[src/cmix_pkg.sv]
// ----------------------------------------------------------------------------
// Compressing mixer package
// Types and constants shared by the lane, merge, divide and power modules.
// ----------------------------------------------------------------------------
`timescale 1ns / 1ps

package cmix_pkg;

    localparam int COUNT_BITS = 4;

    typedef struct packed {
        logic                  neg;
        logic [COUNT_BITS-1:0] count;
    } cmix_ctl_t;

endpackage

[src/cmix_lane.sv]
// ----------------------------------------------------------------------------
// Compressing mixer voice lane
// Registers the sample of one voice, forced to zero when the lane is inactive.
// ----------------------------------------------------------------------------
`timescale 1ns / 1ps

module cmix_lane #(
    parameter int SAMPLE_BITS = 16,
    parameter int LANE        = 0
) (
    input  logic                                 clk,
    input  logic                                 load,
    input  logic signed [SAMPLE_BITS-1:0]        sample,
    input  logic [cmix_pkg::COUNT_BITS-1:0]      count,
    output logic signed [SAMPLE_BITS-1:0]        value_reg
);

    logic                          active;
    logic signed [SAMPLE_BITS-1:0] value_next;

    assign active     = count > cmix_pkg::COUNT_BITS'(LANE);
    assign value_next = active ? sample : '0;

    always_ff @(posedge clk)
    begin
        if (load)
        begin
            value_reg <= value_next;
        end
    end

endmodule

[config.mk]
export PLATFORM = sky130hd
export DESIGN_NAME = cmix_lane
export DESIGN_NICKNAME = d
export VERILOG_FILES = /design/src/cmix_pkg.sv /design/src/cmix_lane.sv
export SDC_FILE = /design/constraint.sdc
export NUM_CORES = 1
export LEC_CHECK = 0
export ABC_AREA = 1
export CORE_UTILIZATION = 35
export CTS_CLUSTER_DIAMETER = 150
export DETAILED_ROUTE_END_ITERATION = 6
export DONT_BUFFER_PORTS = 1
export PLACE_DENSITY = 0.55
export SLEW_MARGIN = 0
export SYNTH_ARGS = -nofsm -noshare
export SYNTH_HDL_FRONTEND = slang
export SYNTH_SLANG_ARGS = --single-unit
[constraint.sdc]
create_clock -name clk -period 1.3 [get_ports clk]
set_clock_uncertainty 0.15 [all_clocks]
set_input_delay 0.195 -clock clk [delete_from_list [all_inputs] [get_ports clk]]
set_output_delay 0.195 -clock clk [all_outputs]
set_load 0.02 [all_outputs]
# Word-level counts from Yosys, hierarchy flattened
# Cells that the tools add are included.
# totals
ram_bits	0
reg_bits	16
elab_cells	2
output_inout_bits	16
romBits	0
latchBits	0
n_memories	0
# classes
multipliers	0
div_mod_pow	0
eq_ne	0
reduce_logical	0
mux	0
bitwise	0
shifts	0
add_sub_neg	0
order_cmp	1
# ops
op	n
> comparator 4 x 1 -> 1 bit, second input constant	1

# Depth between registers and ports, before layout
# logic_depth
word_depth	1
mapped_depth	3

# Worst setup path before layout
# Ideal clock, no wire load.
# synth_timing
path_type	input to register
from	input port count[0] (netlist bit)
to	register value_reg[0], data pin
cell_stages	3
arrival_ps	611
required_ps	894
path_slack_ps	282
path_buffers	1
setup_time_ps	256
cell_sequence	nor2_2 > buf_6 > a21oi_1
# synth_via
elab_chain_len	1
# synth_lines
element	line	source
start, declared	cmix_lane.sv:14	input logic [cmix_pkg::COUNT_BITS-1:0] count,
> comparator 4 x 1 -> 1 bit	cmix_lane.sv:21	assign active = count > cmix_pkg::COUNT_BITS'(LANE);
end signal, assigned	cmix_lane.sv:28	value_reg <= value_next;
end, declared	cmix_lane.sv:15	output logic signed [SAMPLE_BITS-1:0] value_reg
# Every way passes these cells.
# A chain may end at the register's enable or synchronous reset.

# Worst setup path in the final report
# layout_timing
from	register value_reg[13]
to	output port value_reg[13]
# No word-level cell between the ends.

==> impl_metrics.py <==
metrics = {
    "finish": {
        "nets": 95,
        "final_area_um2": 865.8,
        "drive_gt1_share_pct": 9.722,
        "areaGrowthSynthToFinish_pct": 32.06,
        "largest_reg_flops": 16,
        "antenna_cells": 0,
    },
    "routing": {
        "maxUsedRoutingLayer": "met4",
        "drc": 0,
        "routedLengthMet1_um": 382,
        "ant_nets": 0,
        "firstDrtPassIters": 4,
        "wl_per_cell_um": 10.95,
        "wl_met2_um": 628,
        "dr_wl_met3_um": 37,
        "viasPerCell": 4.278,
        "routed_wl_mm": 1.062,
        "vias": 415,
        "detail_route.iter0.violations": 4,
    },
    "sta": {
        "clock.fmax_mhz": 895.2,
        "finalCritPeriodShare_pct": 85.92,
        "layout_setup_ws_ns": 0.1830,
        "rsz0062_at_grt": "no",
        "hold_slack_ns": -0.1276,
        "setup_tns_ns": 0,
        "drv_slew": 0,
        "maxSlewHeadroom_pct": 85.27,
        "finalSetupViolCount": 0,
        "hold_viol": 16,
        "tightest_slew_ns": 0.2214,
        "post-route-min-period_ns": 1.117,
    },
    "logic_synthesis": {
        "synth_area_leaders": "edfxtp_1 73%, a21oi_1 12%, inv_1 9.2%, buf_6 3.4%, nor2_2 1.9%",
        "yosysSeqAreaShare_pct": 73.28,
        "synth_seq_cells": 16,
        "synth_nets": 74,
        "yosys_warnings": 0,
        "synth_flop_cell": "edfxtp_1",
        "yosysTopAreaCell": "edfxtp_1",
        "synth_cell_type_count": 5,
        "avgSynthCellArea_um2": 12.61,
        "synth_edf_count": 16,
        "synth_cells": 52,
        "synth-async-reset-ratio_pct": 0,
        "synth_area_um2": 655.6,
        "synth_common_cells": "16 x a21oi_1, 16 x edfxtp_1, 16 x inv_1, 2 x buf_6, 2 x nor2_2",
        "synth_top_area_share_pct": 73.28,
    },
    "worst_setup_path": {
        "worst_setup_path_end_kind": "primary output",
        "cp.depth": 0,
        "path_class": "reg2out",
        "startpoint_type": "register",
        "critPathArrivalTime_ns": 0.77,
        "crit_fanout": 1,
        "required_ns": 0.95,
    },
    "die": {
        "fp-row-count": 15,
        "die_width_um": 45.28,
        "boundaryPins": 38,
        "start_util_pct": 37.56,
        "die_h_um": 45.28,
        "core_um2": 1745,
        "die_area_um2": 2050,
    },
    "clock_network": {
        "cts_resized": 0,
        "clock-sinks": 16,
        "path_clk_slew_ns": 0.09,
        "holdBufCountCts": 16,
        "cts_made_buffers": 3,
        "cts.htree.levels": 1,
        "clockBufferDepth": 2,
        "cts_tree": "yes",
        "postCtsSetupBuffers": 0,
        "cts_root_buf": "clkbuf_4",
    },
    "global_routing": {
        "grt_start_max_net_pins": 17,
        "grt_antenna_before_repair": 0,
        "grt_usage_pct": 11.60,
        "grt_pass1_wl_mm": 1.621,
        "grt_pass1_vias": 384,
        "grt_overflow": 0,
    },
    "min_path": {
        "min_from": "load",
        "hold_depth": 0,
        "hold_path_end": "value_reg[3]",
        "hold_class": "in2reg",
    },
    "placement": {
        "io_buffer_count": 0,
        "place_ws_ns": 0.2987,
        "postPlaceCellArea_um2": 679.4,
        "place.gp.congestion": 0.6250,
    },
    "power": {
        "p_per_area_nw_per_um2": 1187,
        "p_total_uw": 1028,
        "ir_worst_vdd_mv": 0.5098,
        "p_leak_uw": 0.0003643,
    },
    "job": {
        "drv_cap": 0,
    },
    "status": {
        "violations": "negative hold slack",
        "status": "finished, violations left",
    },
}
-- how the worst max path moves through the flow --
stage	slack (ns)	endpoint	start
detailed placement	0.30	value_reg[13]	count[0]
global placement	0.33	value_reg[5]	count[0]
finish	0.18	value_reg[13]	value_reg[13]
CTS	0.16	value_reg[13]	value_reg[13]
global route	0.14	value_reg[13]	value_reg[13]
floorplan	0.28	value_reg[0]	count[0]
-- cell usage in the layout (no fill, tap or decap) --
cell type and n:
a21oi_1 16, edfxtp_1 16, clkbuf_4 3, nor2_2 2, clkinv_1 1, inv_1 16
buf_4 2, dlygate4sd3_1 16
-- kinds of logic (layout without fill, tap and decap cells) --
group | Yosys count | in the layout | share of synthesized area (%)
buf+inv | 18 | 38 | 12.60
flops | 16 | 16 | 73.28
compound gates | 16 | 16 | 12.21
simple gates | 2 | 2 | 1.908
-- per-layer routing --
layer,vias up,global-route usage [%]
met1,186,11.14
met5,-,0
met2,17,22.03
li1,210,-
met3,2,2.400
met4,0,7.273
-- cell type report --
class                           count  area [um^2]
Clock buffer                        3        22.52
Inverter                           16        60.06
Fill cell                         171        879.6
Clock inverter                      1        3.754
Tap cell                           25        31.28
Multi-Input combinational cell     18        92.59
Timing Repair Buffer               18        175.2
Sequential cell                    16        480.5
-- power by group --
part / internal, uW / switching [uW]
logic: 49.0 / 33.9
registers: 621 / 67.8
clock network: 111 / 145
total: 781 / 247
-- per-stage QoR --
stage / util (%) / cells / hold WS (ns)
after detailed placement: 38.92 / 77 / 0.1583
final: 49.61 / 97 / -0.1276
after floorplan: - / 52 / 0.1575
after global placement: 38.92 / 77 / 0.1583
after CTS: 49.61 / 97 / -0.1332
after global routing: 49.61 / 97 / -0.1477
Note: power is estimated with default switching activity, not from simulation.
