## src/cmix_pkg.sv

```systemverilog
// ----------------------------------------------------------------------------
// Compressing mixer package
// Types and constants shared by the lane, merge, divide and power modules.
// ----------------------------------------------------------------------------
`timescale 1ns / 1ps

package cmix_pkg;

    localparam int COUNT_BITS = 4;

    typedef struct packed {
        logic                  neg;
        logic [COUNT_BITS-1:0] count;
    } cmix_ctl_t;

endpackage

```

## src/cmix_merge.sv

```systemverilog
// ----------------------------------------------------------------------------
// Compressing mixer merge stage
// Adds the lane samples and registers the magnitude and sign of the sum.
// ----------------------------------------------------------------------------
`timescale 1ns / 1ps

module cmix_merge #(
    parameter int SAMPLE_BITS = 16,
    parameter int VOICES      = 8,
    localparam int SUM_BITS   = SAMPLE_BITS + $clog2(VOICES)
) (
    input  logic                            clk,
    input  logic                            load,
    input  logic signed [SAMPLE_BITS-1:0]   lane_value [VOICES],
    input  logic [cmix_pkg::COUNT_BITS-1:0] count,
    output logic [SUM_BITS-1:0]             mag_reg,
    output cmix_pkg::cmix_ctl_t             ctl_reg
);

    logic signed [SUM_BITS-1:0] sum;
    logic [SUM_BITS-1:0]        mag_next;
    cmix_pkg::cmix_ctl_t        ctl_next;

    always_comb
    begin
        sum = '0;
        for (int i = 0; i < VOICES; i++)
        begin
            sum = sum + SUM_BITS'(lane_value[i]);
        end
        mag_next       = sum[SUM_BITS-1] ? SUM_BITS'(-sum) : SUM_BITS'(sum);
        ctl_next.neg   = sum[SUM_BITS-1];
        ctl_next.count = count;
    end

    always_ff @(posedge clk)
    begin
        if (load)
        begin
            mag_reg <= mag_next;
            ctl_reg <= ctl_next;
        end
    end

endmodule

```

## config.mk

```make
export PLATFORM = sky130hd
export DESIGN_NAME = cmix_merge
export DESIGN_NICKNAME = d
export VERILOG_FILES = /design/src/cmix_pkg.sv /design/src/cmix_merge.sv
export SDC_FILE = /design/constraint.sdc
export NUM_CORES = 1
export LEC_CHECK = 0
export CAP_MARGIN = 20
export CORE_MARGIN = 8
export CORE_UTILIZATION = 30
export CTS_BUF_LIST = sky130_fd_sc_hd__clkbuf_4 sky130_fd_sc_hd__clkbuf_8 sky130_fd_sc_hd__clkbuf_16
export CTS_CLUSTER_DIAMETER = 60
export CTS_CLUSTER_SIZE = 8
export DETAILED_ROUTE_END_ITERATION = 10
export DONT_BUFFER_PORTS = 1
export GPL_ROUTABILITY_DRIVEN = 0
export PLACE_DENSITY = 0.46
export SETUP_SLACK_MARGIN = 0.02
export SYNTH_ARGS = -nofsm -noshare
export SYNTH_HDL_FRONTEND = slang
export SYNTH_SLANG_ARGS = --single-unit
```

## constraint.sdc

```tcl
create_clock -name clk -period 8.2 [get_ports clk]
set_input_delay 2.46 -clock clk [delete_from_list [all_inputs] [get_ports clk]]
set_output_delay 2.46 -clock clk [all_outputs]
set_load 0.02 [all_outputs]
```

# Yosys cells after proc, flatten, opt, wreduce, memory -nomap -nowiden
# Cells that the tools add are included.
op_classes:
  add_sub_neg: 8
  n_mux: 1
op_table:
  columns: ["cell", "n"]
  rows:
  - ["19-bit by 16-bit adder with 19-bit output", 4]
  - ["18-bit by 16-bit adder with 19-bit output", 1]
  - ["19-bit negator", 1]
  - ["17-bit by 16-bit adder with 18-bit output", 1]
  - ["18-bit two-way mux", 1]
  - ["16-bit by 16-bit adder with 17-bit output", 1]
totals:
  ff_bits: 24
  inputBits: 134

# Longest topological paths before layout
depth:
  ltp_word: 9
  depth_mapped: 20

# Worst setup path before layout
# Ideal clock, no wire load.
synth_path:
  path_kind: "input to register"
  from: "input port lane_value[3] in the netlist's numbering"
  to: "register mag_reg[15] (data pin)"
  n_path_buf: 0
  path_stages: 17
  path_slack_ns: 1.049
  arrival_time_ns: 6.887
  path_cell_list: "inv_1 > fa_1 > inv_1 > fa_1 > fa_1 > inv_1 > fa_1 > inv_1 > ha_1 > a211oi_4 > o21ai_2 > o31ai_4 > xnor2_1 > a2111o_1 > nor4_2 > a31oi_1 > xor2_1"
synth_via:
  elab_chain_cells: 3
synth_lines:
  columns: ["item", "line", "rtl"]
  rows:
  - ["from (decl)", "cmix_merge.sv:14", "input logic signed [SAMPLE_BITS-1:0] lane_value [VOICES],"]
  - ["19-bit by 16-bit adder with 19-bit output (*)", "cmix_merge.sv:29", "sum = sum + SUM_BITS'(lane_value[i]);"]
  - ["19-bit negator", "cmix_merge.sv:31", "mag_next = sum[SUM_BITS-1] ? SUM_BITS'(-sum) : SUM_BITS'(sum);"]
  - ["18-bit two-way mux (*)", "cmix_merge.sv:31", null]
  - ["via mag_next[15]", "cmix_merge.sv:21", "logic [SUM_BITS-1:0] mag_next;"]
  - ["to (signal assigned)", "cmix_merge.sv:40", "mag_reg <= mag_next;"]
  - ["to (decl)", "cmix_merge.sv:16", "output logic [SUM_BITS-1:0] mag_reg,"]
# Mark *: on every way through the listed nets, which the timed path passes. The rest lies on a longest branch.
# A chain may end at the register's enable or synchronous reset.

# Worst setup path after layout
# Same ends and word-level chain as after synthesis.

==> impl_metrics.ini <==
[drt]
drtPass1Iterations = 4
wl_per_cell_um = 12.9
vias_per_cell = 4.20
routed-via-count = 3000
drt_iter0_drc = 60
ant_nets = 0
drc_errors = 0
totalWireLength_um = 9230

[layout]
final_area_mm2 = 0.00506
drive_gt1_share_pct = 3.01
fin_nets = 752
layout_common_cells = inv_1 (199), fa_1 (99), nor2_1 (27), edfxtp_1 (24), ha_1 (20)
fillerInstances = 1681
largest_reg_flops = 19
final_common_cell = inv_1
syn_to_final_growth_pct = 6.98
diodes = 0
fin_cells = 714

[clock_network]
cts_root_buf = clkbuf_16
clock_sinks = 24
cts_tree = built
htreeDepth = 1
cts_resized = 0
cts_setup_buffers = 0
cts_made_buffers = 3
clkTransAtPathRegs_ns = 0.06
cts.path.max_buffers = 2
hold_buffers = 0

[logic_synthesis]
synth_fp_nets = 750
synthFlopType = edfxtp_1
synth-seq-cells = 24
postSynthCellCount = 497
ys_seq_area_share_pct = 15.2
async_reset_ff_share_pct = 0
synth_edf_count = 24
ys_types = 46
ys.warnings.count = 0
post_synth.cell_area_avg_um2 = 9.52
syn_area_mm2 = 0.00473

[timing]
relSlewSlack_pct = 70.3
period_share_pct = 88.1
setup_violations = 0
fmax_mhz = 138
fin_crit_ns = 7.23
worst_slew_pin_slew_ns = 0.441
drv_slew = 0
rsz0062_at_grt = false
hold_viol = 0
tns_ns = 0

[die]
die_area_mm2 = 0.0200
rows = 46
core-area_mm2 = 0.0157
fp.dieH_um = 142
num_io_pins = 158
die_x_um = 142
start_util_pct = 30.2

[grt]
grt_pass1_vias = 3661
grt.total_usage_pct = 9.69
grt_pass1_wl_um = 16400
grt_max_degree = 25
antenna_found_initial = 0
grt-ovfl-total = 0

[critical_path]
endpoint_kind = flip-flop
crit_arrival_ns = 7.22
critPathKind = input pin to flip-flop
crit_required_ns = 8.20
start_kind = input pin
critPathMaxFanout = 4

[placement]
place_inst = 710
dp_hpwl_um = 8680
placedInstanceArea_mm2 = 0.00498
io_buffer_count = 0

[run]
cap_violations = 0

[status]
run_status = finished clean

[worst_hold_path]
min_path_type = input pin to flip-flop
## cell families after synthesis
logic type,Yosys count,synth area share (%)
adder cells (fa/ha/maj),119,47.2
XOR/XNOR,31,5.90
AO/OA/AOI/OAI,48,7.80
flip-flops,24,15.2
buffers and inverters,204,16.4
AND/OR/NAND/NOR,71,7.46
## worst paths after layout
kind,startpoint,endpoint,slack (ns),depth (start not counted)
min,count[3],ctl_reg[3],2.30,0
max,lane_value[3],mag_reg[15],0.97,17
## area by class of cell
cell class	count	area, um^2	share of cell area [%]
inverters	200	751	14.8
multi-input cells	269	3230	63.9
flip-flops and latches	24	721	14.2
repair buffers	1	7.51	0.148
clock inverters	1	3.75	0.0742
well taps	216	270	5.34
clock buffers	3	75.1	1.48
## critical path, stage by stage
cell and delay [ns]:
inv_1 0.04, fa_1 0.53, inv_1 0.06, fa_1 0.51
fa_1 0.55, inv_1 0.06, fa_1 0.60, inv_1 0.06
ha_1 0.32, a211oi_4 0.30, o21ai_2 0.14, o31ai_4 0.25
xnor2_1 0.17, a2111o_1 0.48, nor4_2 0.38, a31oi_1 0.15
xor2_1 0.16
## synth_stat cells, drive strengths merged (3+ instances only)
master  count  area, um^2
nand3       3        15.0
a211oi      4        42.5
nor2       27         101
edfxtp     24         721
nor3        7        35.0
a21oi      11        55.1
a21o        6        45.0
nand2      14        52.6
fa         99        1980
o21ai       6        33.8
nor2b       5        31.3
xor2       13         121
a31oi       3        18.8
nand3b      4        30.0
xnor2      18         158
ha         20         250
buf         4        26.3
inv       200         751
o21bai      4        30.0
nand4       3        18.8
## metrics by stage
step	utilization (%)	setup WS [ns]	hold WS (ns)
floorplan	-	1.05	2.56
global placement	31.8	0.805	2.56
detailed placement	31.8	0.724	2.56
CTS	32.3	0.958	2.29
global route	32.3	0.711	2.29
finish	32.3	0.974	2.30
## layer usage
layer	vias to the layer above	part of all wire (%)	global-route usage (%)
li1	1442	-	-
met2	95	52	18.7
met1	1461	43	11.1
met4	0	0.29	0.848
met5	-	0	0
met3	2	5.4	1.81
Power is left out: the tool's default activity adds up to more than one toggle a clock period on the data nets, which glitch-free logic cannot reach.
