File: src/cmix_pkg.sv
// ----------------------------------------------------------------------------
// Compressing mixer package
// Types and constants shared by the lane, merge, divide and power modules.
// ----------------------------------------------------------------------------
`timescale 1ns / 1ps

package cmix_pkg;

    localparam int COUNT_BITS = 4;

    typedef struct packed {
        logic                  neg;
        logic [COUNT_BITS-1:0] count;
    } cmix_ctl_t;

endpackage

File: src/cmix_pow_stage.sv
// ----------------------------------------------------------------------------
// Compressing mixer power stage
// One truncated fixed point multiply of the running power by the distance,
// applied only while the step number is below the voice count.
// ----------------------------------------------------------------------------
`timescale 1ns / 1ps

module cmix_pow_stage #(
    parameter int SAMPLE_BITS = 16,
    parameter int STEP        = 1
) (
    input  logic                   clk,
    input  logic                   load,
    input  logic [SAMPLE_BITS-1:0] gap,
    input  logic [SAMPLE_BITS-1:0] pow,
    input  cmix_pkg::cmix_ctl_t    ctl,
    output logic [SAMPLE_BITS-1:0] gap_reg,
    output logic [SAMPLE_BITS-1:0] pow_reg,
    output cmix_pkg::cmix_ctl_t    ctl_reg
);

    localparam int FRAC_BITS = SAMPLE_BITS - 1;
    localparam int PROD_BITS = 2 * SAMPLE_BITS;

    logic [PROD_BITS-1:0]   prod;
    logic [SAMPLE_BITS-1:0] pow_next;

    assign prod     = PROD_BITS'(pow) * PROD_BITS'(gap);
    assign pow_next = (cmix_pkg::COUNT_BITS'(STEP) < ctl.count) ?
                      prod[FRAC_BITS +: SAMPLE_BITS] : pow;

    always_ff @(posedge clk)
    begin
        if (load)
        begin
            gap_reg <= gap;
            pow_reg <= pow_next;
            ctl_reg <= ctl;
        end
    end

endmodule

File: config.mk
export PLATFORM = sky130hd
export DESIGN_NAME = cmix_pow_stage
export DESIGN_NICKNAME = d
export VERILOG_FILES = /design/src/cmix_pkg.sv /design/src/cmix_pow_stage.sv
export SDC_FILE = /design/constraint.sdc
export NUM_CORES = 1
export LEC_CHECK = 0
export BUFFER_PORTS_ARGS = -buffer_cell sky130_fd_sc_hd__buf_2
export CAP_MARGIN = 20
export CORE_UTILIZATION = 28
export DETAILED_ROUTE_END_ITERATION = 7
export PLACE_DENSITY = 0.53
export SKIP_LAST_GASP = 1
export SYNTH_ARGS = -nofsm -noshare
export SYNTH_HDL_FRONTEND = slang
export SYNTH_SLANG_ARGS = --single-unit
File: constraint.sdc
create_clock -name clk -period 10.49 [get_ports clk]
set_input_delay 2.098 -clock clk [delete_from_list [all_inputs] [get_ports clk]]
set_output_delay 2.098 -clock clk [all_outputs]
set_load 0.01 [all_outputs]
After elaboration in Yosys (flattened, before gate mapping)
Index checks and enable logic that the tools add are counted.
Widths: inputs -> output; s select.
{ "word_totals": {"elab_cells": 7, "in_bits": 39, "ff_bits": 37} }
{ "classes": {"order_cmp": 1, "multipliers": 1, "muxes": 1} }
{ "ops": {"columns": ["op", "count"], "rows": [
  ["$mul 16x16->31", 1],
  ["$mux 16", 1],
  ["$lt 1x4->1 const A", 1]
]} }

Longest topological paths before layout
Gate-level depths: netlist (run 1).
{ "depth": {"word_depth": 2, "mapped_depth": 22} }

Worst setup path after synthesis (run 1)
Ideal clock, no wire load.
{ "synth_path": {"kind": "input to register", "from": "input port pow[13]", "to": "register pow_reg[15], data pin", "arrival_time_ns": 7.208, "cell_stages": 21, "required_ns": 10.220, "slack_ns": 3.011, "path_buffers": 3, "cell_sequence": "clkbuf_1 clkbuf_1 nand2_1 fa_1 fa_1 inv_1 fa_1 fa_1 fa_1 inv_1 fa_1 inv_1 ha_1 buf_2 a21oi_1 o21a_1 o2bb2ai_1 a211oi_1 a31oi_1 xnor2_1 a21oi_1"} }
{ "synth_via": {"elab_chain_cells": 2} }
{ "synth_lines": {"columns": ["element", "line_no", "rtl"], "rows": [
  ["start, declared", "cmix_pow_stage.sv:15", "input logic [SAMPLE_BITS-1:0] pow,"],
  ["$mul 16x16->31", "cmix_pow_stage.sv:28", "assign prod = PROD_BITS'(pow) * PROD_BITS'(gap);"],
  ["$mux 16", "cmix_pow_stage.sv:29", "assign pow_next = (cmix_pkg::COUNT_BITS'(STEP) < ctl.count) ?"],
  ["named net pow_next[15]", "cmix_pow_stage.sv:26", "logic [SAMPLE_BITS-1:0] pow_next;"],
  ["end signal, assigned", "cmix_pow_stage.sv:37", "pow_reg <= pow_next;"],
  ["end, declared", "cmix_pow_stage.sv:18", "output logic [SAMPLE_BITS-1:0] pow_reg,"]
]} }
The timed path passes the listed nets, and every way through them passes these cells.
A chain may end at the register's enable or synchronous reset.

Final worst setup path (run 1)
{ "layout_path": {"from": "input port pow[9]", "to": "register pow_reg[6], data pin"} }
The elaborated chain is that of the path after synthesis.

==> results.yml, run 1 <==
status:
  status: "complete, no violations"
timing:
  maxSlewViolCount: 0
  finalSetupTns_ns: 0
  finalCritPeriodShare: 0.760
  setup_viol: 0
  fmax_mhz: 125
  hold_violations: 0
  slew_headroom: 0.331
  period_minus_slack_ns: 7.97
  worstMarginPinSlew_ns: 1.00
  rsz0062_at_grt: "no"
yosys:
  synth_area_per_cell_um2: 9.16
  synthCells: 1044
  syn-cell-area_mm2: 0.00957
  ys_seq_area_frac: 0.116
  yosys_most_used_dff: "edfxtp_1"
  ys_seq_elements: 37
  synthArstFlopShare: 0
  synth_fp_nets: 1372
  synth_edf_count: 37
  synthDistinctLibCells: 46
  ys_warn_count: 0
die:
  fp.dieW_um: 187
  rows: 67
  die_y_um: 187
  dieArea_mm2: 0.0349
  io_pins: 76
  coreArea_mm2: 0.0336
  start_util: 0.285
place:
  gp_congestion: 0.821
  dpl.hpwl_mm: 19.3
  portBuffers: 75
worst_setup_path:
  critPathMaxFanout: 17
  slowest_delay_ns: 0.58
  slowest_stage: "fa_1"
  crit_required_ns: 10.50
  crit_buf_inv: 4
  cpMostUsedCell: "fa_1"
  cp.arrival_ns: 7.98
  worstPathCellList: "buf_2 > nand2_1 > fa_1 > fa_1 > fa_1 > fa_1 > inv_1 > fa_1 > inv_1 > fa_1 > inv_1 > ha_1 > a21oi_1 > o211ai_1 > a41oi_2 > nand2_1 > a41oi_2 > xor2_1 > a21oi_1"
  path_class: "in -> reg"
  critPathTopFamily: "adder cells"
  endpoint_kind: "flip-flop"
  cp-start-kind: "input port"
cts:
  cts_resized: 0
  path_clk_slew_ns: 0.06
  clock-sinks: 37
  cts_htree_levels: 2
  clockBufferDepth: 2
  hold_buffers: 0
  cts_tree: "done"
  cts_buffers: 5
  clock-root-buffer: "clkbuf_16"
  post-cts-setup-buffers: 0
hold_path:
  hp-start: "ctl[4]"
  min_path_cells: 1
  hold_path.class: "in -> reg"
  hold_end: "ctl_reg[4]$_DFFE_PP_"
layout:
  layout_commonest_cell: "inv_1"
  seqCellArea_mm2: 0.00111
  drive_gt1_frac: 0.0830
  antenna_cells: 0
  areaGrowthSynthToFinish_pct: 9.56
  mostFrequentLayoutCells: "inv_1, fa_1, nand2_1"
  finalNetCount: 1411
  fill_cells: 3543
  multiInputGateArea_mm2: 0.00743
global_routing:
  grtUsageMet2: 0.239
  busiest_layer: "met2"
  grt_usage: 0.148
  grt_pass1_wl_mm: 40.6
  gr-usage-met3: 0.0289
  met1_usage: 0.208
  gr-total-overflow: 0
  antenna_found_initial: 0
  grt_max_degree: 38
  first_global_vias: 7412
detailed_routing:
  drt_pass1_iterations: 5
  post_drt_wl_per_cell_um: 16.0
  drc: 0
  drt-initial-drc-count: 450
  wirelength_mm: 24.5
  viasPerCell: 4.55
  via_count: 6963
  postRouteAntennaNets: 0
job:
  maxCapViolations: 0
-- synth_stat cells, types with 4 or more instances --
master    number  share of area
fa_1         192           0.40
o21ai_0       13         0.0068
a21oi_1       36          0.019
nor3_1         7         0.0037
nand2_1      167          0.066
inv_1        229          0.090
nor2_1        26          0.010
xnor2_1       11          0.010
ha_1          97           0.13
a31oi_1        4         0.0026
clkbuf_1      41          0.016
nand4_1        9         0.0059
nand3_1        8         0.0042
edfxtp_1      37           0.12
a21o_1         5         0.0039
xor2_1         8         0.0073
and2_1       111          0.073
-- logic make-up (layout without fill, tap and decap cells) --
family / Yosys count / in the layout / share of synthesized area
AO/OA/AOI/OAI: 87 / 87 / 0.0592
XOR/XNOR: 19 / 19 / 0.0174
adder cells (fa/ha/maj): 289 / 289 / 0.529
buffers and inverters: 273 / 313 / 0.107
flip-flops: 37 / 37 / 0.116
multiplexers: 1 / 1 / 0.00105
AND/OR/NAND/NOR: 338 / 338 / 0.170
-- worst max-delay path by stage --
stage             from                     to  slack [ns]  cells after the start
2_1_floorplan  pow[13]  pow_reg[15]$_DFFE_PP_        3.01                     21
3_3_place_gp    pow[9]   pow_reg[6]$_DFFE_PP_        2.24                     19
3_5_place_dp    pow[9]   pow_reg[6]$_DFFE_PP_        2.23                     19
4_1_cts         pow[9]   pow_reg[6]$_DFFE_PP_        2.51                     19
5_1_grt         pow[9]   pow_reg[6]$_DFFE_PP_        2.17                     19
6_report        pow[9]   pow_reg[6]$_DFFE_PP_        2.52                     19
-- stage by stage --
step | hold slack [ns] | worst slack (ns) | area, um2 | util | std cells
6_report | 1.97 | 2.52 | 10500 | 0.312 | 1532
5_1_grt | 1.95 | 2.17 | 10500 | 0.312 | 1532
4_1_cts | 1.95 | 2.51 | 10500 | 0.312 | 1532
3_5_place_dp | 2.28 | 2.23 | 10300 | 0.308 | 1524
3_3_place_gp | 2.28 | 2.24 | 10300 | 0.308 | 1524
2_1_floorplan | 2.20 | 3.01 | 9570 | - | 1044
-- final cells by class --
| type | instances | share of cell area |
|---|---|---|
| Sequential cell | 37 | 0.106 |
| Clock inverter | 2 | 0.000955 |
| Tap cell | 448 | 0.0535 |
| Timing Repair Buffer | 76 | 0.0365 |
| Multi-Input combinational cell | 734 | 0.709 |
| Inverter | 229 | 0.0820 |
| Clock buffer | 6 | 0.0123 |
-- routing by layer --
metal / part of all wire / vias to the layer above
met5: 0 / -
met4: 0.0078 / 0
met3: 0.046 / 18
met2: 0.46 / 157
met1: 0.48 / 3540
li1: - / 3248
Power of run 1 is not shown: default switching activity piles up to over one toggle a cycle in this logic, so the estimate is an artifact.
==> run 2: changes to the inputs <==
Settings changed: PLACE_DENSITY 0.53 to 0.55.
Clock period 10.49 ns to 6.9 ns, I/O delays scaled along.
==> run 2 against run 1 <==
  * Design area is 6.6% higher
  * Sequential share of layout area is 0.65 points lower
  * Via count grew 5.4%
==> results.yml, run 2 (synthesized netlist as in run 1, its figures left out) <==
status:
  status: "complete, no violations"
timing:
  setup_viol: 0
  hold_violations: 0
  fmax_mhz: 151
  slew_headroom: 0.352
  worst_hold_slack_ns: 1.25
  maxSlewViolCount: 0
  worstMarginPinSlew_ns: 0.972
  period_minus_slack_ns: 6.60
  finalCritPeriodShare: 0.957
  rsz0062_at_grt: "no"
layout:
  layout_commonest_cell: "inv_1"
  antenna_cells: 0
  fill_cells: 3509
  areaGrowthSynthToFinish_pct: 16.8
  fin_util: 0.332
  drive_gt1_frac: 0.153
  mostFrequentLayoutCells: "inv_1, fa_1, nand2_1"
  finalNetCount: 1494
worst_setup_path:
  critPathTopFamily: "adder cells"
  critPathMaxFanout: 7
  slowest_stage: "fa_1"
  worstPathCellList: "buf_2 > and2_1 > fa_1 > inv_1 > fa_1 > fa_1 > fa_1 > inv_1 > fa_1 > inv_1 > fa_1 > inv_1 > ha_1 > buf_4 > nand3_2 > nor3_2 > a32oi_1 > and3_4 > o41ai_2 > xnor2_1 > a21oi_1"
  endpoint_kind: "flip-flop"
  cp-start-kind: "input port"
  crit_buf_inv: 6
  crit_required_ns: 6.91
  cpMostUsedCell: "fa_1"
  slowest_delay_ns: 0.54
  path_class: "in -> reg"
  cp.arrival_ns: 6.62
die:
  rows: 67
  io_pins: 76
  fp.dieW_um: 187
  die_y_um: 187
  start_util: 0.285
  coreArea_mm2: 0.0336
  dieArea_mm2: 0.0349
cts:
  clockBufferDepth: 2
  cts_buffers: 5
  clock-sinks: 37
  clock-root-buffer: "clkbuf_16"
  cts_tree: "done"
  hold_buffers: 0
  path_clk_slew_ns: 0.07
  cts_htree_levels: 2
global_routing:
  grt_max_degree: 38
  antenna_found_initial: 0
  grt_pass1_wl_mm: 41.9
  first_global_vias: 7928
  grt_usage: 0.152
  gr-total-overflow: 0
hold_path:
  hold_path.class: "in -> reg"
  hold_end: "ctl_reg[0]$_DFFE_PP_"
  hp-start: "ctl[0]"
  min_path_cells: 1
detailed_routing:
  post_drt_wl_per_cell_um: 15.3
  drt-initial-drc-count: 430
  wirelength_mm: 24.7
  via_count: 7336
  drt_pass1_iterations: 7
  drc: 0
  viasPerCell: 4.54
  postRouteAntennaNets: 0
place:
  dpl.hpwl_mm: 21.4
  portBuffers: 75
  gp_congestion: 0.858
job:
  maxCapViolations: 0
-- run 2: worst max path at each step --
stage                 start                     to  slack [ns]  depth (start not counted)
detailed placement   pow[7]   pow_reg[8]$_DFFE_PP_       -0.26                         20
CTS                  pow[7]   pow_reg[8]$_DFFE_PP_        0.04                         20
global placement     pow[6]   pow_reg[8]$_DFFE_PP_       -0.25                         20
finish               pow[7]  pow_reg[13]$_DFFE_PP_        0.30                         21
floorplan           pow[13]  pow_reg[15]$_DFFE_PP_        0.14                         21
global route         gap[4]  pow_reg[14]$_DFFE_PP_        0.02                         21
-- run 2: metrics by stage --
step | setup TNS (ns) | instance area (um2) | std cells | worst slack [ns]
final | 0 | 11200 | 1615 | 0.297
after global routing | 0 | 11200 | 1615 | 0.0166
after CTS | 0 | 11100 | 1615 | 0.0381
after detailed placement | -0.430 | 11000 | 1607 | -0.264
after global placement | -0.246 | 11000 | 1607 | -0.246
after floorplan | 0 | 9570 | 1044 | 0.139
-- run 2: timing repair --
action                     CTS  global route
setup endpoints to repair    0             9
setup buffers                0             0
resized for setup            0             9
-- run 2: per-layer routing --
layer | track usage | vias to the layer above | share of wire
li1 | - | 3418 | -
met1 | 0.211 | 3717 | 0.46
met2 | 0.250 | 171 | 0.47
met3 | 0.0214 | 30 | 0.047
met4 | 0.0328 | 0 | 0.017
met5 | 0 | - | 0
-- run 2: layout make-up --
type / count / area (um2) / area share
Clock inverter: 3 / 41.3 / 0.00370
Tap cell: 448 / 561 / 0.0502
Sequential cell: 37 / 1110 / 0.0995
Multi-Input combinational cell: 734 / 7460 / 0.668
Timing Repair Buffer: 159 / 1010 / 0.0903
Clock buffer: 5 / 125 / 0.0112
Inverter: 229 / 860 / 0.0769
Power of run 2 is left out for the same reason.
