**src/cmix_pkg.sv**
```systemverilog
// ----------------------------------------------------------------------------
// Compressing mixer package
// Types and constants shared by the lane, merge, divide and power modules.
// ----------------------------------------------------------------------------
`timescale 1ns / 1ps

package cmix_pkg;

    localparam int COUNT_BITS = 4;

    typedef struct packed {
        logic                  neg;
        logic [COUNT_BITS-1:0] count;
    } cmix_ctl_t;

endpackage

```
**src/cmix_div.sv**
```systemverilog
// ----------------------------------------------------------------------------
// Compressing mixer average divider
// Divides the sum magnitude by the voice count through an exact reciprocal
// multiply, then forms the distance of the average from full scale.
// ----------------------------------------------------------------------------
`timescale 1ns / 1ps

module cmix_div #(
    parameter int SAMPLE_BITS   = 16,
    parameter int VOICES        = 8,
    localparam int MAG_BITS     = SAMPLE_BITS + $clog2(VOICES)
) (
    input  logic                          clk,
    input  logic                          load_prod,
    input  logic                          load_gap,
    input  logic [MAG_BITS-1:0]           mag,
    input  cmix_pkg::cmix_ctl_t           ctl,
    output logic [SAMPLE_BITS-1:0]        gap_reg,
    output cmix_pkg::cmix_ctl_t           ctl_reg
);

    localparam int SHIFT      = MAG_BITS + 3;
    localparam int RECIP_BITS = SHIFT + 1;
    localparam int PROD_BITS  = MAG_BITS + RECIP_BITS;

    localparam logic [RECIP_BITS-1:0] RECIP_1 = RECIP_BITS'(64'd1 << SHIFT);
    localparam logic [RECIP_BITS-1:0] RECIP_2 = RECIP_BITS'(((64'd1 << SHIFT) + 64'd1) / 64'd2);
    localparam logic [RECIP_BITS-1:0] RECIP_3 = RECIP_BITS'(((64'd1 << SHIFT) + 64'd2) / 64'd3);
    localparam logic [RECIP_BITS-1:0] RECIP_4 = RECIP_BITS'(((64'd1 << SHIFT) + 64'd3) / 64'd4);
    localparam logic [RECIP_BITS-1:0] RECIP_5 = RECIP_BITS'(((64'd1 << SHIFT) + 64'd4) / 64'd5);
    localparam logic [RECIP_BITS-1:0] RECIP_6 = RECIP_BITS'(((64'd1 << SHIFT) + 64'd5) / 64'd6);
    localparam logic [RECIP_BITS-1:0] RECIP_7 = RECIP_BITS'(((64'd1 << SHIFT) + 64'd6) / 64'd7);
    localparam logic [RECIP_BITS-1:0] RECIP_8 = RECIP_BITS'(((64'd1 << SHIFT) + 64'd7) / 64'd8);

    localparam logic [SAMPLE_BITS-1:0] ONE = {1'b1, {(SAMPLE_BITS-1){1'b0}}};

    logic [RECIP_BITS-1:0]  recip;
    logic [PROD_BITS-1:0]   prod_reg;
    cmix_pkg::cmix_ctl_t    ctl_prod_reg;
    logic [SAMPLE_BITS-1:0] quot;
    logic [SAMPLE_BITS-1:0] gap_next;
    cmix_pkg::cmix_ctl_t    ctl_next;

    always_comb
    begin
        case (ctl.count)
            4'd1:    recip = RECIP_1;
            4'd2:    recip = RECIP_2;
            4'd3:    recip = RECIP_3;
            4'd4:    recip = RECIP_4;
            4'd5:    recip = RECIP_5;
            4'd6:    recip = RECIP_6;
            4'd7:    recip = RECIP_7;
            4'd8:    recip = RECIP_8;
            default: recip = '0;
        endcase
    end

    always_ff @(posedge clk)
    begin
        if (load_prod)
        begin
            prod_reg     <= PROD_BITS'(mag) * PROD_BITS'(recip);
            ctl_prod_reg <= ctl;
        end
    end

    // A quotient of zero is a zero average, which counts as positive.
    always_comb
    begin
        quot           = prod_reg[SHIFT +: SAMPLE_BITS];
        gap_next       = ONE - quot;
        ctl_next.neg   = ctl_prod_reg.neg && (quot != '0);
        ctl_next.count = ctl_prod_reg.count;
    end

    always_ff @(posedge clk)
    begin
        if (load_gap)
        begin
            gap_reg <= gap_next;
            ctl_reg <= ctl_next;
        end
    end

endmodule

```
**config.mk**
```make
export PLATFORM = sky130hd
export DESIGN_NAME = cmix_div
export DESIGN_NICKNAME = d
export VERILOG_FILES = /design/src/cmix_pkg.sv /design/src/cmix_div.sv
export SDC_FILE = /design/constraint.sdc
export NUM_CORES = 1
export LEC_CHECK = 0
export BUFFER_PORTS_ARGS = -buffer_cell sky130_fd_sc_hd__buf_2
export CORE_MARGIN = 2
export CORE_UTILIZATION = 40
export CTS_BUF_LIST = sky130_fd_sc_hd__clkbuf_8
export DETAILED_ROUTE_END_ITERATION = 10
export HOLD_SLACK_MARGIN = 0.12
export SLEW_MARGIN = 20
export SYNTH_ARGS = -nofsm -noshare
export SYNTH_HDL_FRONTEND = slang
export SYNTH_SLANG_ARGS = --single-unit
```
**constraint.sdc**
```tcl
create_clock -name clk -period 24.9 [get_ports clk]
set_input_delay 4.98 -clock clk [delete_from_list [all_inputs] [get_ports clk]]
set_output_delay 4.98 -clock clk [all_outputs]
set_load 0.005 [all_outputs]
```
# Word level (Yosys, flattened, before mapping)
# Memory sizes are Yosys's and may differ from the RTL's.
# Cells that the tools add are included.
[op_classes]
mul = 1
reduce_logical = 2
add_sub_neg = 1
[ops]
columns = ["operator", "n"]
rows = [
  ["$mul 19x23->38", 1],
  ["$reduce_bool 16->1", 1],
  ["$sub 16x16->16 const A", 1],
  ["$logic_and 1x1->1", 1],
]
[totals]
input_bits = 27
mem_bits_ro = 368
n_memories = 1
register_bits = 64
[mem_list]
columns = ["memory", "words", "word_bits", "rd", "rd_clocked_by_memory_dff", "wr", "line_no", "text"]
rows = [
  ["(name not given)", 16, 23, 1, 0, 0, "cmix_div.sv:46", "case (ctl.count)"],
]

# Depth between registers and ports, before layout
# Gate-level depths: netlist (run 1).
[logic_depth]
word_depth = 2
depth_mapped = 28
mapped_depth_nobuf = 26

# Worst setup path before layout (run 1)
# OpenSTA, ideal clock, no wires.
[synth_timing]
kind = "input port to flip-flop"
startpoint = "input port ctl[0] in the netlist's numbering"
endpoint = "register prod_reg[37] (data pin)"
slack_ps = 13375
setup_ps = 260
arrival_ps = 11265
path_stages = 27
path_buffers = 3
path_cell_list = "ha_1 > nor2b_1 > nor2b_1 > clkbuf_1 > clkbuf_1 > clkbuf_1 > nand2_1 > fa_1 > inv_1 > fa_1 > inv_1 > fa_1 > inv_1 > fa_1 > fa_1 > inv_1 > fa_1 > inv_1 > ha_1 > a211oi_1 > nand2_1 > a211oi_1 > a211oi_4 > a211o_2 > a31oi_4 > o21ai_2 > xnor2_1"
[synth_via]
elab_chain_len = 2
[synth_rtl]
columns = ["element", "line_no", "text"]
rows = [
  ["start: declaration", "cmix_div.sv:17", "input cmix_pkg::cmix_ctl_t ctl,"],
  ["$mem_v2 16x23", "--", ""],
  ["$mul 19x23->38", "cmix_div.sv:63", "prod_reg <= PROD_BITS'(mag) * PROD_BITS'(recip);"],
  ["end signal: assignment", "cmix_div.sv:63", ""],
  ["end: declaration", "cmix_div.sv:38", "logic [PROD_BITS-1:0] prod_reg;"],
]
# Every way passes these cells.
# A chain may end at the register's enable or synchronous reset.

# Worst setup path after layout (run 1)
[layout_timing]
startpoint = "input port ctl[2] in the netlist's numbering"
endpoint = "register prod_reg[37] (data pin)"
# Same word-level chain as after synthesis.

==> results of run 1 <==
[placed cells by master, fill, tap and decap left out, types with 2 or more instances in the layout]
| cell | instances |
|---|---|
| o21ai_0 | 18 |
| nor2_1 | 16 |
| a211oi_1 | 7 |
| nor4_1 | 3 |
| a31oi_4 | 2 |
| a21oi_1 | 22 |
| and2_1 | 57 |
| or4_1 | 2 |
| ha_1 | 108 |
| xor2_1 | 11 |
| edfxtp_1 | 42 |
| xnor2_1 | 26 |
| nand2_1 | 176 |
| o21bai_1 | 2 |
| nor2b_1 | 3 |
| buf_2 | 47 |
| nor3_1 | 4 |
| a31oi_1 | 2 |
| a21o_1 | 9 |
| buf_4 | 9 |
| and3_1 | 19 |
| inv_1 | 476 |
| clkbuf_8 | 5 |
| nand4_1 | 6 |
| a21oi_2 | 2 |
| fa_1 | 332 |
| or2_2 | 2 |
| a211o_2 | 2 |
| nand3_1 | 7 |
| o21a_1 | 2 |
| nor3b_2 | 2 |
| nand2b_1 | 8 |
[layout make-up]
class / instances / area, sq um / area share, %
Clock buffer: 5 / 68.8 / 0.479
Clock inverter: 3 / 12.5 / 0.0871
Inverter: 475 / 1780 / 12.4
Multi-Input combinational cell: 865 / 10400 / 72.2
Sequential cell: 42 / 1260 / 8.78
Tap cell: 448 / 561 / 3.90
Timing Repair Buffer: 56 / 303 / 2.11
[metrics by stage]
| stage | hold WS, ns | power (W) |
|---|---|---|
| 2_1_floorplan | 0.400 | 0.000424 |
| 3_3_place_gp | 0.405 | 0.000532 |
| 3_5_place_dp | 0.405 | 0.000541 |
| 4_1_cts | 0.428 | 0.000582 |
| 5_1_grt | 0.443 | 0.000651 |
| 6_report | 0.424 | 0.000580 |
[per-layer routing]
metal / part of all wire, % / vias to the layer above / global-route usage [%]
li1: - / 4125 / -
met1: 43 / 4512 / 30.1
met2: 45 / 355 / 35.1
met3: 11 / 42 / 6.98
met4: 1.6 / 0 / 3.30
met5: 0 / - / 0
[how the worst min path moves through the flow]
stage | endpoint | slack [ns] | cells after the start
CTS | ctl_reg[2] | 0.43 | 0
floorplan | ctl_reg[0] | 0.40 | 0
finish | ctl_reg[2] | 0.42 | 0
global placement | ctl_reg[3] | 0.40 | 0
detailed placement | ctl_reg[2] | 0.40 | 0
global route | ctl_reg[1] | 0.44 | 0
[power groups by stage]
stage / registers, W / logic, W / clock network [W]
3_3_place_gp: 0.000123 / 0.000409 / 0
4_1_cts: 0.000123 / 0.000420 / 0.0000396
2_1_floorplan: 0.000123 / 0.000301 / 0
3_5_place_dp: 0.000124 / 0.000417 / 0
5_1_grt: 0.000125 / 0.000483 / 0.0000427
6_report: 0.000122 / 0.000419 / 0.0000381
[kinds of logic after synthesis]
kind of cell,Yosys count
AND/OR/NAND/NOR,314
XOR/XNOR,37
multiplexers,1
flip-flops,42
adder cells (fa/ha/maj),440
buffers and inverters,515
AO/OA/AOI/OAI,73
==> metrics.txt, run 1 <==
XOR/XNOR share of the synthesized area=2.39%; largest net degree at the start of global routing=26; CP max FO=23; initial antenna violation count=0; Worst Max-Slew Pin Slew=0.850 ns; CP arrival=12.23 ns; Rows=67; Worst-path clk slew=0.07 ns; crit path time final=approximately 12 ns; mux contribution to synthesized area=0.102%; area leader, netlist=fa_1; worst path cell trace=buf_2, nor2b_2, and2_1, nand2_1, fa_1, inv_1, fa_1, inv_1, fa_1, inv_1, fa_1, fa_1, inv_1, fa_1, inv_1, ha_1, a21oi_1, o21ai_0, a211oi_1, a211oi_4, a211o_2, a31oi_4, o21ai_2, xnor2_1; Clk Latency, worst-skew pair=0.28 ns; total gr overflow=0; vias in the first global route=roughly 9,900; sw frac=48.4%; simple-gate share of the synthesized area=11.1%; R2R Setup Slk=22.74 ns; die width=188 um; Cell Pwr Density=40.4 mW/mm^2; RSZ-0062 raised after global routing=no; Int Pwr=0.000299 W; crit path launch type=input port; fin crit share=49.1%; CP max-delay cell=and2_1; post-synthesis adder-cell area fraction=59.0%; Placed Cells=between 1,500 and 2,000; clock network power share=6.6%; Tot GR Track Use=about 22%; design area=0.0144 sq mm; Post-synth top cells=inv_1, fa_1, nand2_1; Buffers & Inverters on Critical Path=6; TNS Setup=0 ns; deepest clock path buffer count=2; total iterations of the first detailed-routing run=5; Leak=~7.7 nW; cell count after synthesis=1,422; Hold Path Class=reg -> reg; Nets=1,912; Top delay family on crit path=adder cells; number of synthesized flops with an enable pin=42; Critical Path RT=24.92 ns; critical path launch point=ctl[2]; Final Util=42.9%; Netlist cell types=46; CTS Hold Bufs=0; largest family of logic cells by synthesized area=adder cells; Syn Nets=1,889; number of H-tree levels=2; count leader, synth=inv_1; cells on worst reg2reg path=6; post-route ant nets=0; CTS tree=yes; Mapped Area=between 0.01 and 0.015 sq mm; status=finished clean; Die Area=0.0354 sq mm; dpl hpwl=32.6 mm; PostCTS Resize Cnt=0; routed vias/inst=4.77; total CTS buffers=5; fin cells=1,894; final WL=approximately 37 mm; root buf cell=clkbuf_8; WL/cell=19.6 um; share of the synthesized area in the top cell type=49.0%; # diodes=0; via count=9,034; Top cell by count, worst path=fa_1; Port-buffer cells=47; Sink Count=42; Starting Density=about two fifths; Gate power share=72.3%; dominant cells by area after synthesis=fa_1, inv_1, ha_1; first-pass GRT wire length=57.9 mm; number of max-cap violations=0; Synth Register Bits=between 40 and 50; fill cell count=3,314; Reg power frac=between 20% and 30%; Core Box Area=0.0334 sq mm; Async SR Flop Fraction=0%; Initial DRC Count=575; dpl cell area=0.0143 sq mm; die height=188 um; highest clock rate=81.9 MHz; final slew viol count=0; crit path capture type=flop; switching power=around 0.00028 W; GP Congestion=1.01; Synth Warn #=0; P&R area growth vs syn=5.92%; Mapped Avg Cell Area=9.53 sq um; share of layout cells above drive strength 1=about 5.5%; postcts setup bufs=0; worst slack at placement=12.45 ns; CP peak stage delay=0.79 ns; DRC=0; register area share after synthesis=9.30%; crit path kind=in -> reg; HP Start=ctl_next[2]; fin worst setup slack=12.69 ns; Max VDD drop=0.0401 mV; Hold Vio Cnt, Final=0; worst setup path endpoint=prod_reg[37]; post-synthesis compound-gate area fraction=3.77%; Reg2Reg Launch Point=prod_reg[25]; top_reg_cell synth=edfxtp_1; Final Setup Violations=0; Clock Skew=0.00638 ns; Stages on worst setup path=24; Rel. slew slack=roughly 43%; Crit Reg-Reg Endpoint=gap_reg[14]; Top Ports=48
Power figures use the tool's default switching activity.
==> inputs of run 2 (changes only) <==
--- a/config.mk
+++ b/config.mk
@@ -5,6 +5,7 @@
 export SDC_FILE = /design/constraint.sdc
 export NUM_CORES = 1
 export LEC_CHECK = 0
+export ABC_AREA = 1
 export BUFFER_PORTS_ARGS = -buffer_cell sky130_fd_sc_hd__buf_2
 export CORE_MARGIN = 2
 export CORE_UTILIZATION = 40
==> constraint.sdc (replaced) <==
create_clock -name clk -period 10.2 [get_ports clk]
set_input_delay 2.04 -clock clk [delete_from_list [all_inputs] [get_ports clk]]
set_output_delay 2.04 -clock clk [all_outputs]
set_load 0.005 [all_outputs]
==> metrics.txt, run 2 <==
largest net degree at the start of global routing=22 (was 26); Post-synth top cells=inv_1, fa_1, nand2_1 (unchanged); Port-buffer cells=47 (unchanged); Gate power share=74.5% (was 72.3%); crit path launch type=input port (unchanged); clock network power share=7.4% (was 6.6%); Hold Path Class=reg -> reg (unchanged); Mapped Area=0.0141 sq mm (was 0.0136 sq mm); Synth Register Bits=42 (unchanged); vias in the first global route=11,474 (was 9,940); post-route ant nets=0 (unchanged); Int Pwr=0.000774 W (was 0.000299 W); CTS Hold Bufs=0 (unchanged); Leak=7.98 nW (was 7.65 nW); Final Setup Violations=0 (unchanged); die height=192 um (was 188 um); crit path time final=between 8 and 9 ns; CP arrival=9.07 ns (was 12.23 ns); dominant cells by area after synthesis=fa_1, inv_1, ha_1 (unchanged); share of layout cells above drive strength 1=5.31% (was 5.53%); DRC=0 (unchanged); via count=10,540 (was 9,034); WHS Path Cells=0 (unchanged); final WL=44.6 mm (was 37.1 mm); Die Area=0.0368 sq mm (was 0.0354 sq mm); status=finished clean (unchanged); Syn Nets=2,101 (was 1,889); PostCTS Resize Cnt=0 (unchanged); CP peak stage delay=0.62 ns (was 0.79 ns); Core Box Area=0.0346 sq mm (was 0.0334 sq mm); postcts setup bufs=0 (unchanged); total gr overflow=0 (unchanged); CP max-delay cell=fa_1 (was and2_1); highest clock rate=111 MHz; CP max FO=14 (was 23); Async SR Flop Fraction=0% (unchanged); Critical Path RT=10.29 ns (was 24.92 ns); count leader, synth=inv_1 (unchanged); cells on worst reg2reg path=7 (was 6); most frequent cells in the layout=inv_1, fa_1, nand2_1 (unchanged); Top Ports=48 (unchanged); Hold Vio Cnt, Final=0 (unchanged); Max VDD drop=0.0872 mV (was 0.0401 mV); crit path kind=in -> reg (unchanged); P&R area growth vs syn=6.06% (was 5.92%); Clock Skew=0.0218 ns (was 0.00638 ns); area leader, netlist=fa_1 (unchanged); Worst Max-Slew Pin Slew=0.653 ns (was 0.850 ns); dpl hpwl=39.7 mm (was 32.6 mm); Tot GR Track Use=25.7% (was 22.0%); crit path capture type=flop (unchanged); switching power=0.000909 W (was 0.000281 W); GP Congestion=0.993 (was 1.01); fin crit share=88.1%; commonest non-fill, non-tap cell in the layout=inv_1 (unchanged); cell count after synthesis=1,634 (was 1,422); Starting Density=40.8% (was 40.5%); Nets=2,141 (was 1,912); TNS Setup=0 ns (unchanged); die width=192 um (was 188 um); Mapped Avg Cell Area=8.65 sq um (was 9.53 sq um); number of max-cap violations=0 (unchanged); sw frac=54.0% (was 48.4%); top_reg_cell synth=edfxtp_1 (unchanged); deepest clock path buffer count=2 (unchanged); Netlist cell types=42 (was 46); Sink Count=42 (unchanged); root buf cell=clkbuf_8 (unchanged); Initial DRC Count=893 (was 575); total iterations of the first detailed-routing run=5 (unchanged); register area share after synthesis=8.93% (was 9.30%); CTS tree=yes (unchanged); first-pass GRT wire length=69.0 mm (was 57.9 mm); final slew viol count=0 (unchanged); Cell Pwr Density=112 mW/mm^2 (was 40.4 mW/mm^2); Final Util=43.3% (was 42.9%); share of the synthesized area in the top cell type=47.0% (was 49.0%); WL/cell=20.9 um (was 19.6 um); Rows=68 (was 67); routed vias/inst=4.95 (was 4.77); Clk Latency, worst-skew pair=0.34 ns (was 0.28 ns); Synth Warn #=0 (unchanged); number of synthesized flops with an enable pin=42 (unchanged); Worst-path clk slew=0.09 ns (was 0.07 ns); Reg power frac=18.1% (was 21.1%); initial antenna violation count=0 (unchanged); Rel. slew slack=56.4% (was 43.3%); total power after layout=0.00168 W (was 0.000580 W); number of H-tree levels=2 (unchanged); total CTS buffers=5 (unchanged); RSZ-0062 raised after global routing=no (unchanged)
## run 2: cell types whose count changed after synthesis, sizes merged, moves of 26 or more
| cell | change |
|---|---|
| nand2 | +77 |
| and2 | -58 |
| clkbuf | -26 |
| nor2 | +154 |
| inv | +78 |
## run 2: kinds of logic after synthesis
logic type / Yosys count / synth area share [%]
DFF: 42 / 8.93
xor gates and xnor gates: 32 / 2.09
AOI/OAI and AO/OA: 78 / 3.43
buffers and inverters: 573 / 15.3
and+or+nand+nor: 469 / 13.7
adders and majority gates: 440 / 56.6
## run 2: path summary, 6_finish.rpt
check	startpoint	endpoint	slack, ns
setup reg to reg	prod_reg[22]	gap_reg[13]	8.30
hold / removal	prod_reg[22]	gap_reg[0]	0.51
setup / recovery	ctl[0]	prod_reg[35]	1.21
hold reg to reg	prod_reg[22]	gap_reg[0]	0.51
## run 2: worst max-delay path, delay by kind of cell
family | cells | cell delay, ns
AO/OA/AOI/OAI | 3 | 0.69
adder cells (fa/ha/maj) | 8 | 3.63
buffers and inverters | 9 | 1.26
AND/OR/NAND/NOR | 8 | 1.42
## run 2: power groups by stage
stage | Combinational, W | Sequential (W) | Clock (W)
floorplan | 0.000874 | 0.000306 | 0
global placement | 0.00124 | 0.000309 | 0
detailed placement | 0.00124 | 0.000311 | 0
CTS | 0.00125 | 0.000307 | 0.000129
global route | 0.00143 | 0.000313 | 0.000134
finish | 0.00125 | 0.000305 | 0.000124
## run 2: layout make-up
cell class                      instances  area, sq um
Sequential cell                        42         1260
Clock buffer                            5         68.8
Tap cell                              455          569
Antenna cell                            1         2.50
Timing Repair Buffer                   52          273
Inverter                              554         2080
Fill cell                            3486        19600
Multi-Input combinational cell       1019        10700
Clock inverter                          3         23.8
## run 2: per-stage QoR
step	cells	hold WS (ns)	instance area, sq um	setup slack [ns]
global route	2130	0.532	15000	0.899
global placement	2122	0.477	14900	0.985
floorplan	1634	0.400	14100	2.37
CTS	2130	0.514	15000	1.39
detailed placement	2122	0.489	14900	1.06
finish	2131	0.508	15000	1.21
## run 2: per-layer routing
metal | global-route usage [%] | wire length [um]
met1 | 36.1 | 19500
met2 | 42.0 | 20400
met3 | 4.29 | 3810
met4 | 5.24 | 907
met5 | 0 | 0
==> inputs of run 3 (changes only) <==
--- a/config.mk
+++ b/config.mk
@@ -6,11 +6,11 @@
 export NUM_CORES = 1
 export LEC_CHECK = 0
 export ABC_AREA = 1
-export BUFFER_PORTS_ARGS = -buffer_cell sky130_fd_sc_hd__buf_2
 export CORE_MARGIN = 2
 export CORE_UTILIZATION = 40
 export CTS_BUF_LIST = sky130_fd_sc_hd__clkbuf_8
 export DETAILED_ROUTE_END_ITERATION = 10
+export DONT_BUFFER_PORTS = 1
 export HOLD_SLACK_MARGIN = 0.12
 export SLEW_MARGIN = 20
 export SYNTH_ARGS = -nofsm -noshare
==> metrics.txt, run 3 (synthesis gave the netlist of run 2 again) <==
Reg2Reg Launch Point=prod_reg[22] (unchanged); fill cell count=3,480 (was 3,486); Clock Skew=0.00800 ns (was 0.0218 ns); hold path endpoint=ctl_reg[2] (was gap_reg[0]); total gr overflow=0 (unchanged); GR Layer Usage met3=8.62% (was 4.29%); CTS tree=yes (unchanged); DRC=0 (unchanged); GR Layer Usage met2=40.2% (was 42.0%); CTS Hold Bufs=0 (unchanged); crit path time final=9.10 ns (was 8.99 ns); Int Pwr=0.000759 W (was 0.000774 W); vias in the first global route=11,182 (was 11,474); met1 GRT Util=32.9% (was 36.1%); number of max-cap violations=0 (unchanged); crit path launch type=input port (unchanged); Die Area=0.0368 sq mm (unchanged); Max VDD drop=0.101 mV (was 0.0872 mV); share of layout cells above drive strength 1=2.52% (was 5.31%); footprint of the multi-input gates=0.0107 sq mm (unchanged); HP Start=ctl_next[2] (was prod_reg[22]); RSZ-0062 raised after global routing=no (unchanged); Port-buffer cells=0 (was 47); sw frac=54.0% (about the same); Hold Worst Slack=0.500 ns (was 0.508 ns); fin crit share=89.2% (was 88.1%); clock network power share=7.6% (was 7.4%); P&R area growth vs syn=4.32% (was 6.06%); Leak=7.79 nW (was 7.98 nW); switching power=0.000892 W (was 0.000909 W); deepest clock path buffer count=2 (unchanged); total iterations of the first detailed-routing run=5 (unchanged); Initial DRC Count=937 (was 893); root buf cell=clkbuf_8 (unchanged); status=finished clean (unchanged); Gate power share=73.6% (was 74.5%); WL/cell=21.2 um (was 20.9 um); WHS Path Cells=0 (unchanged); Starting Density=40.8% (unchanged); commonest non-fill, non-tap cell in the layout=inv_1 (unchanged); PostCTS Resize Cnt=0 (unchanged); Hold Vio Cnt, Final=0 (unchanged); routed vias/inst=4.91 (was 4.95); Sink Count=42 (unchanged); Critical Path RT=10.29 ns (about the same); Rel. slew slack=43.6% (was 56.4%); worst slack at placement=0.919 ns (was 1.06 ns); Worst-path clk slew=0.11 ns (was 0.09 ns); GP Congestion=1.02 (was 0.993); die height=192 um (unchanged); postcts setup bufs=0 (unchanged); via count=10,229 (was 10,540); Cell Pwr Density=112 mW/mm^2 (about the same); Worst Max-Slew Pin Slew=0.844 ns (was 0.653 ns); total CTS buffers=5 (unchanged); Clk Latency, worst-skew pair=0.32 ns (was 0.34 ns); Nets=2,093 (was 2,141); Tot GR Track Use=25.3% (was 25.7%); first-pass GRT wire length=67.4 mm (was 69.0 mm); dpl hpwl=38.9 mm (was 39.7 mm); Crit Reg-Reg Endpoint=gap_reg[13] (unchanged); largest net degree at the start of global routing=22 (unchanged); number of H-tree levels=2 (unchanged); Final Setup Violations=0 (unchanged); initial antenna violation count=0 (unchanged); TNS Setup=0 ns (unchanged); Rows=68 (unchanged); sequential cell area=0.00126 sq mm (unchanged); Top Ports=48 (unchanged); die width=192 um (unchanged); highest clock rate=110 MHz (was 111 MHz); GR peak layer=met2 (unchanged); Reg power frac=18.8% (was 18.1%); # diodes=0 (was 1); crit path capture type=flop (unchanged); R2R Setup Slk=8.24 ns (was 8.30 ns); Hold Path Class=reg -> reg (unchanged); fin worst setup slack=1.10 ns (was 1.21 ns); CP arrival=9.18 ns (was 9.07 ns); post-route ant nets=0 (unchanged); Core Box Area=0.0346 sq mm (unchanged); cells on worst reg2reg path=7 (unchanged); final WL=44.0 mm (was 44.6 mm); crit path kind=in -> reg (unchanged); final slew viol count=0 (unchanged); CP max FO=14 (unchanged); most frequent cells in the layout=inv_1, fa_1, nand2_1 (unchanged)
## run 3: cell count changes in the layout (fill, tap and decap cells not counted), sizes merged
cell,previous run,this run
buf,52,4
diode,1,0
## run 3: layer usage
metal	vias to the layer above	routed length [um]
met4	0	1320
met2	493	19800
met5	-	0
li1	4625	-
met1	5039	18200
met3	72	4690
## run 3: worst max-delay path, stage by stage
cell     delay (ns)
inv_1          0.05
ha_1           0.24
nor2_4         0.40
inv_2          0.31
nand2_1        0.71
inv_1          0.42
nor2_1         0.24
fa_1           0.46
fa_1           0.55
inv_1          0.05
fa_1           0.51
inv_1          0.06
fa_1           0.44
fa_1           0.51
inv_1          0.05
fa_1           0.47
inv_1          0.04
ha_1           0.33
a21oi_1        0.24
o21ai_0        0.19
a21oi_1        0.27
nor2_1         0.07
nor4_1         0.26
nand2_1        0.10
nand2_1        0.06
nand2_1        0.04
## run 3: power groups by stage
stage,clock network (W),registers [W],logic [W]
after floorplan,0,0.000306,0.000874
after global placement,0,0.000314,0.00120
after detailed placement,0,0.000316,0.00120
after CTS,0.000130,0.000312,0.00121
after global routing,0.000135,0.000319,0.00139
final,0.000125,0.000311,0.00122
## run 3: stage by stage
| stage | instances | power [W] | util (%) | instance area, sq um |
|---|---|---|---|---|
| after floorplan | 1634 | 0.00118 | - | 14100 |
| after global placement | 2074 | 0.00151 | 42.3 | 14600 |
| after detailed placement | 2074 | 0.00152 | 42.3 | 14600 |
| after CTS | 2082 | 0.00165 | 42.6 | 14700 |
| after global routing | 2082 | 0.00184 | 42.6 | 14700 |
| final | 2082 | 0.00165 | 42.6 | 14700 |
## run 3: cell type report
type / count / area share (%)
Tap cell: 455 / 3.86
Timing Repair Buffer: 4 / 0.204
Clock inverter: 3 / 0.161
Inverter: 554 / 14.1
Sequential cell: 42 / 8.56
Clock buffer: 5 / 0.467
Multi-Input combinational cell: 1019 / 72.6
## run 3: worst max-delay path by stage
stage / slack (ns) / from / endpoint / depth (start not counted)
3_5_place_dp: 0.92 / ctl[0] / prod_reg[35] / 26
3_3_place_gp: 0.88 / ctl[0] / prod_reg[35] / 26
6_report: 1.10 / ctl[0] / prod_reg[35] / 26
5_1_grt: 0.69 / ctl[0] / prod_reg[35] / 26
2_1_floorplan: 2.37 / ctl[0] / prod_reg[37] / 31
4_1_cts: 1.25 / ctl[0] / prod_reg[35] / 26
